`config.mk`:
```
export PLATFORM = sky130hd
export DESIGN_NAME = sktsi_ctrl
export DESIGN_NICKNAME = d
export VERILOG_FILES = /design/src/hdl/sktsi_pkg.sv /design/src/hdl/sktsi_ctrl.sv
export SDC_FILE = /design/constraint.sdc
export NUM_CORES = 1
export LEC_CHECK = 0
export ABC_AREA = 1
export BUFFER_PORTS_ARGS = -buffer_cell sky130_fd_sc_hd__buf_4
export CAP_MARGIN = 20
export CORE_AREA = 2 2 39 41
export CTS_CLUSTER_DIAMETER = 100
export DETAILED_ROUTE_END_ITERATION = 12
export DIE_AREA = 0 0 41 43
export GPL_TIMING_DRIVEN = 1
export PLACE_DENSITY_LB_ADDON = 0.05
export SETUP_SLACK_MARGIN = 0.2
export SLEW_MARGIN = 20
export SYNTH_ARGS = -nofsm -noshare
export SYNTH_HDL_FRONTEND = slang
export SYNTH_SLANG_ARGS = --single-unit
```
`constraint.sdc`:
```
create_clock -name aclk -period 1.42 [get_ports aclk]
set_input_delay 0.426 -clock aclk [delete_from_list [all_inputs] [get_ports aclk]]
set_output_delay 0.426 -clock aclk [all_outputs]
set_load 0.01 [all_outputs]
```
`src/hdl/sktsi_pkg.sv`:
```
// ============================================================================
// sktsi_pkg
// Shared constants, codes and controller/datapath interface types for the
// sorted key table with search and insert.
// ============================================================================
`default_nettype none

package sktsi_pkg;

    localparam int TABLE_DEPTH = 64;
    localparam int KEY_BITS    = 64;
    localparam int VALUE_BITS  = 32;

    localparam int ADDR_W   = $clog2(TABLE_DEPTH);
    localparam int CNT_W    = $clog2(TABLE_DEPTH + 1);
    localparam int CAP_W    = 7;
    localparam int POS_W    = 7;
    localparam int TOTAL_W  = 7;
    localparam int STATUS_W = 3;
    localparam int CMP_W    = (CNT_W > CAP_W) ? CNT_W : CAP_W;
    localparam int ROW_W    = KEY_BITS + VALUE_BITS;

    localparam int S_DATA_W  = ((KEY_BITS + VALUE_BITS + 7) / 8) * 8;
    localparam int M_FIELD_W = VALUE_BITS + POS_W + TOTAL_W;
    localparam int M_DATA_W  = ((M_FIELD_W + 7) / 8) * 8;

    localparam logic [CAP_W-1:0] CAP_RESET = CAP_W'(64);

    typedef enum logic [STATUS_W-1:0] {
        ST_FOUND     = 3'd0,
        ST_NOT_FOUND = 3'd1,
        ST_ADDED     = 3'd2,
        ST_UPDATED   = 3'd3,
        ST_FULL      = 3'd4
    } status_t;

    typedef enum logic {
        OP_LOOKUP = 1'b0,
        OP_INSERT = 1'b1
    } op_t;

    typedef enum logic [2:0] {
        S_IDLE,
        S_SEARCH_RD,
        S_SEARCH_CMP,
        S_DECIDE,
        S_SHIFT,
        S_PLACE,
        S_UPDATE,
        S_RESPOND
    } state_t;

    typedef struct packed {
        logic    load;
        logic    search_rd;
        logic    search_cmp;
        logic    shift_init;
        logic    shift_rd;
        logic    place;
        logic    update;
        logic    result_load;
        status_t result_status;
    } cmd_t;

    typedef struct packed {
        logic search_done;
        logic hit;
        logic full;
        logic shift_done;
        op_t  op;
    } stat_t;

endpackage

`default_nettype wire

```
`src/hdl/sktsi_ctrl.sv`:
```
// ============================================================================
// sktsi_ctrl
// Request sequencer: binary search steps, insert decision, shift pass,
// placement and result handoff to the output register.
// ============================================================================
`default_nettype none

module sktsi_ctrl (
    input  wire logic              aclk,
    input  wire logic              aresetn,
    input  wire logic              s_tvalid,
    output logic                   s_tready,
    output logic                   m_tvalid,
    input  wire logic              m_tready,
    input  wire sktsi_pkg::stat_t  stat,
    output sktsi_pkg::cmd_t        cmd
);

    sktsi_pkg::state_t  state_reg, state_next;
    sktsi_pkg::status_t status_reg, status_next;
    logic               out_valid_reg, out_valid_next;
    logic               out_free;

    assign out_free = !out_valid_reg || m_tready;

    always_comb begin
        state_next  = state_reg;
        status_next = status_reg;
        case (state_reg)
            sktsi_pkg::S_IDLE: begin
                if (s_tvalid) begin
                    state_next = sktsi_pkg::S_SEARCH_RD;
                end
            end
            sktsi_pkg::S_SEARCH_RD: begin
                if (stat.search_done) begin
                    state_next = sktsi_pkg::S_DECIDE;
                end else begin
                    state_next = sktsi_pkg::S_SEARCH_CMP;
                end
            end
            sktsi_pkg::S_SEARCH_CMP: begin
                state_next = sktsi_pkg::S_SEARCH_RD;
            end
            sktsi_pkg::S_DECIDE: begin
                if (stat.op == sktsi_pkg::OP_LOOKUP) begin
                    status_next = stat.hit ? sktsi_pkg::ST_FOUND : sktsi_pkg::ST_NOT_FOUND;
                    state_next  = sktsi_pkg::S_RESPOND;
                end else if (stat.hit) begin
                    status_next = sktsi_pkg::ST_UPDATED;
                    state_next  = sktsi_pkg::S_UPDATE;
                end else if (stat.full) begin
                    status_next = sktsi_pkg::ST_FULL;
                    state_next  = sktsi_pkg::S_RESPOND;
                end else begin
                    status_next = sktsi_pkg::ST_ADDED;
                    state_next  = sktsi_pkg::S_SHIFT;
                end
            end
            sktsi_pkg::S_SHIFT: begin
                if (stat.shift_done) begin
                    state_next = sktsi_pkg::S_PLACE;
                end
            end
            sktsi_pkg::S_PLACE: begin
                state_next = sktsi_pkg::S_RESPOND;
            end
            sktsi_pkg::S_UPDATE: begin
                state_next = sktsi_pkg::S_RESPOND;
            end
            sktsi_pkg::S_RESPOND: begin
                if (out_free) begin
                    state_next = sktsi_pkg::S_IDLE;
                end
            end
            default: begin
                state_next = sktsi_pkg::S_IDLE;
            end
        endcase
    end

    always_comb begin
        cmd               = '0;
        cmd.result_status = status_reg;
        s_tready          = 1'b0;
        case (state_reg)
            sktsi_pkg::S_IDLE: begin
                s_tready = 1'b1;
                cmd.load = s_tvalid;
            end
            sktsi_pkg::S_SEARCH_RD: begin
                cmd.search_rd = !stat.search_done;
            end
            sktsi_pkg::S_SEARCH_CMP: begin
                cmd.search_cmp = 1'b1;
            end
            sktsi_pkg::S_DECIDE: begin
                cmd.shift_init = (stat.op == sktsi_pkg::OP_INSERT) && !stat.hit && !stat.full;
            end
            sktsi_pkg::S_SHIFT: begin
                cmd.shift_rd = !stat.shift_done;
            end
            sktsi_pkg::S_PLACE: begin
                cmd.place = 1'b1;
            end
            sktsi_pkg::S_UPDATE: begin
                cmd.update = 1'b1;
            end
            sktsi_pkg::S_RESPOND: begin
                cmd.result_load = out_free;
            end
            default: begin
                cmd = '0;
            end
        endcase
    end

    always_comb begin
        out_valid_next = out_valid_reg;
        if (cmd.result_load) begin
            out_valid_next = 1'b1;
        end else if (m_tready) begin
            out_valid_next = 1'b0;
        end
    end

    always_ff @(posedge aclk) begin
        if (!aresetn) begin
            state_reg     <= sktsi_pkg::S_IDLE;
            status_reg    <= sktsi_pkg::ST_NOT_FOUND;
            out_valid_reg <= 1'b0;
        end else begin
            state_reg     <= state_next;
            status_reg    <= status_next;
            out_valid_reg <= out_valid_next;
        end
    end

    assign m_tvalid = out_valid_reg;

    a_accept_starts_search: assert property (@(posedge aclk) disable iff (!aresetn)
        s_tvalid && s_tready |=> state_reg == sktsi_pkg::S_SEARCH_RD)
        else $error("accepted request did not start a search");

    a_result_shown: assert property (@(posedge aclk) disable iff (!aresetn)
        cmd.result_load |=> m_tvalid)
        else $error("loaded result is not presented");

    a_no_overwrite: assert property (@(posedge aclk) disable iff (!aresetn)
        cmd.result_load && out_valid_reg |-> m_tready)
        else $error("result register overwritten before it was taken");

endmodule

`default_nettype wire

```
Yosys cells after proc, flatten, opt, wreduce, memory -nomap -nowiden:

Index checks and enable logic that the tools add are counted.

* word-level logic and storage cells: 48
* output and inout port bits: 13
* bits in registers: 7

* reduce and logical (&&, ||, !) cells: 12
* eq/ne operators: 10
* muxes and demuxes: 23

Operators by type and width (number)
* $pmux W3 S7: 1
* $mux W3: 6
* $mux W1: 13
* $eq A3 B3 Y1 const B: 4
* $eq A3 B2 Y1 const B: 2
* $mux W2: 3
* $ne A2 B2 Y1 const B: 3
* $logic_not A1 Y1: 5
* $eq A3 B1 Y1 const B: 1
* $logic_not A3 Y1: 1
* $reduce_and A3 Y1: 1
* $logic_and A1 B1 Y1: 2
* $reduce_bool A2 Y1: 1
* $reduce_or A2 Y1: 1
* $logic_or A1 B1 Y1: 1

Logic depth before layout (Yosys ltp):

* word-level depth: 4
* mapped depth: 7
* depth with buffers taken out: 7

Worst setup path before layout:

No wires, ideal clock.

* path type: flip-flop to output port
* start point: register state_reg[2]
* end point: output port cmd[10] in the netlist's numbering
* buffers on the path: 0
* stages on the path, launching flop included: 4
* setup slack: 0.119 ns
* data arrival time: 0.875 ns
* data required time: 0.994 ns
* cells stage by stage: dfxtp_1 nor2_1 inv_1 nor3_1

RTL lines
* start: declaration: RTL line sktsi_ctrl.sv:19 `sktsi_pkg::state_t state_reg, state_next;`
* start signal: assignment: RTL line sktsi_ctrl.sv:129 `state_reg <= sktsi_pkg::S_IDLE;`
* start signal: assignment: RTL line sktsi_ctrl.sv:133 `state_reg <= state_next;`
* end: declaration: RTL line sktsi_ctrl.sv:16 `output sktsi_pkg::cmd_t cmd`

==> impl_metrics.yaml <==
setup_path:
  reg2reg_slack_ns: 0.29
  reg2reg_from: "state_reg[1]"
  critical_path_class: "register to output port"
  path_max_fanout: 5
  worstPathRequired_ns: 0.99
  start_kind: "register"
  critPathArrivalTime_ns: 1.08
  cpPeakStageDelay_ns: 0.37
  r2r_end: "state_reg[0]"
  r2r_cells: 8
  end_kind: "output port"
  crit_slowest_cell: "dfxtp_4"
  crit_chain: "buf_6 > nor2_4 > inv_2 > nor2_4 > buf_6"
layout:
  final_common_cell: "buf_4"
  final_cells: 120
  final_cell_mix: "buf_4, nand2_1, inv_1, nor2_1"
  drive_gt1_share_pct: 61.5
  layout.nets: 115
  syn2layout_area_growth_pct: 79.8
  design_area_sq_um: 823
  diodes: 0
die:
  die_w_microns: 41
  coreArea_sq_um: 1380
  die_h_microns: 43
  rows: 14
  dieArea_sq_um: 1760
  initial_core_util_pct: 33.1
  pin_count: 22
yosys:
  synth_top_area_share_pct: 30.6
  yosys.area_share.simple_pct: 44.8
  synth_area_leader_cell: "dfxtp_1"
  synth_area_leaders: "dfxtp_1, nand2_1, nor2_1"
  ys_types: 18
  synth_fa_ha_area_share_pct: 2.73
  ys_ff_latch: 7
  yosysWarnings: 0
  synthCells: 68
  synth_mux_area_share_pct: 0
  ys_seq_area_share_pct: 30.6
  synth_top_family_by_area: "simple AND/OR/NAND/NOR gates"
  syn-num-nets: 78
  synth_compound_area_share_pct: 8.74
  synthXorXnorAreaFrac_pct: 0
  syn_area_sq_um: 458
  syn_avg_cell_area_sq_um: 6.73
global_routing:
  first_global_vias: 519
  use_met1_pct: 18.4
  grt_util_met2_pct: 27.8
  top_usage_layer: "met2"
  gr-total-overflow: 0
  grt_antenna_before_repair: 0
  met3_usage_pct: 9.42
  grt_first_pass_wirelength_mm: 2.01
  grt_max_degree: 8
  track_usage_pct: 17.4
routing:
  vias: 529
  drt_wl_total_mm: 1.16
  drc: 0
  routedWlPerCell_microns: 9.66
  drtPass1Iterations: 3
  drtAntennaViolNets: 0
  drt_iter0_markers: 1
  viasPerCell: 4.41
hold_path:
  hold_end: "status_reg[0]"
  min_path_cells: 2
  min_from: "aresetn"
  hold_path.class: "primary input to register"
timing:
  max_freq_mhz: 665
  fin_ws_ns: -0.0833
  rsz0062_at_grt: "yes"
  slew_viol_final: 0
  worstMarginPinSlew_ns: 0.165
  setup_viol: 8
  tns_ns: -0.355
  hold_viol_final: 0
  min_period_ns: 1.50
  slew_headroom_pct: 88.9
  finClkSkew_ns: 0.00757
  fin_crit_sh_pct: 106
power_and_ir_drop:
  p_leak_nw: 0.413
  swShare_pct: 32.7
  power_frac_comb_pct: 35.4
  powerDensity_nw_per_um2: 792
  seq_power_share_pct: 36.9
  p_switching_mw: 0.213
  ir_worst_vdd_uv: 449
  p_int_mw: 0.439
  clkPwrFrac_pct: 27.7
clock_tree:
  cts_made_buffers: 3
  clockBufferDepth: 2
  htreeDepth: 1
  cts_root_buf: "clkbuf_4"
  clkSinkCount: 7
  clk_latency_ns: 0.25
  clk_pin_slew_worst_paths_ns: 0.05
  cts_tree: "built"
flow_run:
  drv_cap: 0
placement:
  io_buffer_count: 21
  place_hpwl_microns: 857
  placed_area_sq_um: 676
  dp.cells: 109
  place_congestion: 0.668
outcome:
  failed_checks: "setup timing"
  outcome: "finished with violations"
## power groups by stage
stage	Combinational, mW	Clock (mW)	Sequential (mW)
floorplan	0.114	0	0.230
global placement	0.183	0	0.239
detailed placement	0.184	0	0.239
CTS	0.224	0.192	0.239
global route	0.256	0.205	0.242
finish	0.231	0.181	0.241
## timing repair
action                     4_1_cts  5_1_grt
hold buffers                     0        0
setup endpoints to repair        9        9
setup buffers                    6        1
pin swaps                        5        3
cloned                           0        0
gates resized for setup         14        6
## critical path: cells and delay by family (launching register included)
family / cells / cell delay [ns]
simple gates: 2 / 0.16
flops: 1 / 0.37
buf+inv: 3 / 0.28
## layout make-up
cell class	instances	area (sq um)
Fill cell	140	561
Multi-Input combinational cell	47	308
Inverter	12	47.5
Tap cell	16	20.0
Clock buffer	4	26.3
Timing Repair Buffer	34	270
Sequential cell	7	151
## cell families (layout without fill, tap and decap cells)
group | count (synthesis) | count (layout)
AND/OR/NAND/NOR | 39 | 39
flip-flops | 7 | 7
buffers and inverters | 14 | 50
adder cells (fa/ha/maj) | 1 | 1
AO/OA/AOI/OAI | 7 | 7
## through the flow
stage               utilization [%]  setup slack [ns]  hold slack [ns]  total power, mW
global placement               48.8          -0.00887            0.447            0.422
floorplan                         -             0.156            0.486            0.344
global route                   59.5            -0.143            0.418            0.703
finish                         59.5           -0.0833            0.414            0.652
CTS                            57.4            -0.113            0.405            0.655
detailed placement             48.8          -0.00128            0.453            0.423
## per-layer routing
metal  vias to the layer above  part of all wire [%]
met5                         -                     0
met4                         0                     0
li1                        285                     -
met3                         0                   6.9
met2                        15                    53
met1                       229                    40
## synthesized netlist by cell type, drive strengths merged
master	number
a211oi	1
a21oi	4
buf	2
dfxtp	7
ha	1
inv	12
nand2	12
nand3	9
nand4	1
nor2	15
nor3	2
o21a	1
o21ai	1
## worst max path at each step
| stage | slack (ns) | depth (start not counted) | to | startpoint |
|---|---|---|---|---|
| finish | -0.08 | 5 | cmd[7] | state_reg[2] |
| global route | -0.14 | 5 | cmd[7] | state_reg[2] |
| CTS | -0.11 | 4 | cmd[10] | state_reg[0] |
| detailed placement | -0.001 | 5 | cmd[7] | stat[0] |
| global placement | -0.009 | 6 | cmd[7] | stat[3] |
| floorplan | 0.16 | 3 | cmd[10] | state_reg[2] |
Note: power is estimated with default switching activity, not from simulation.
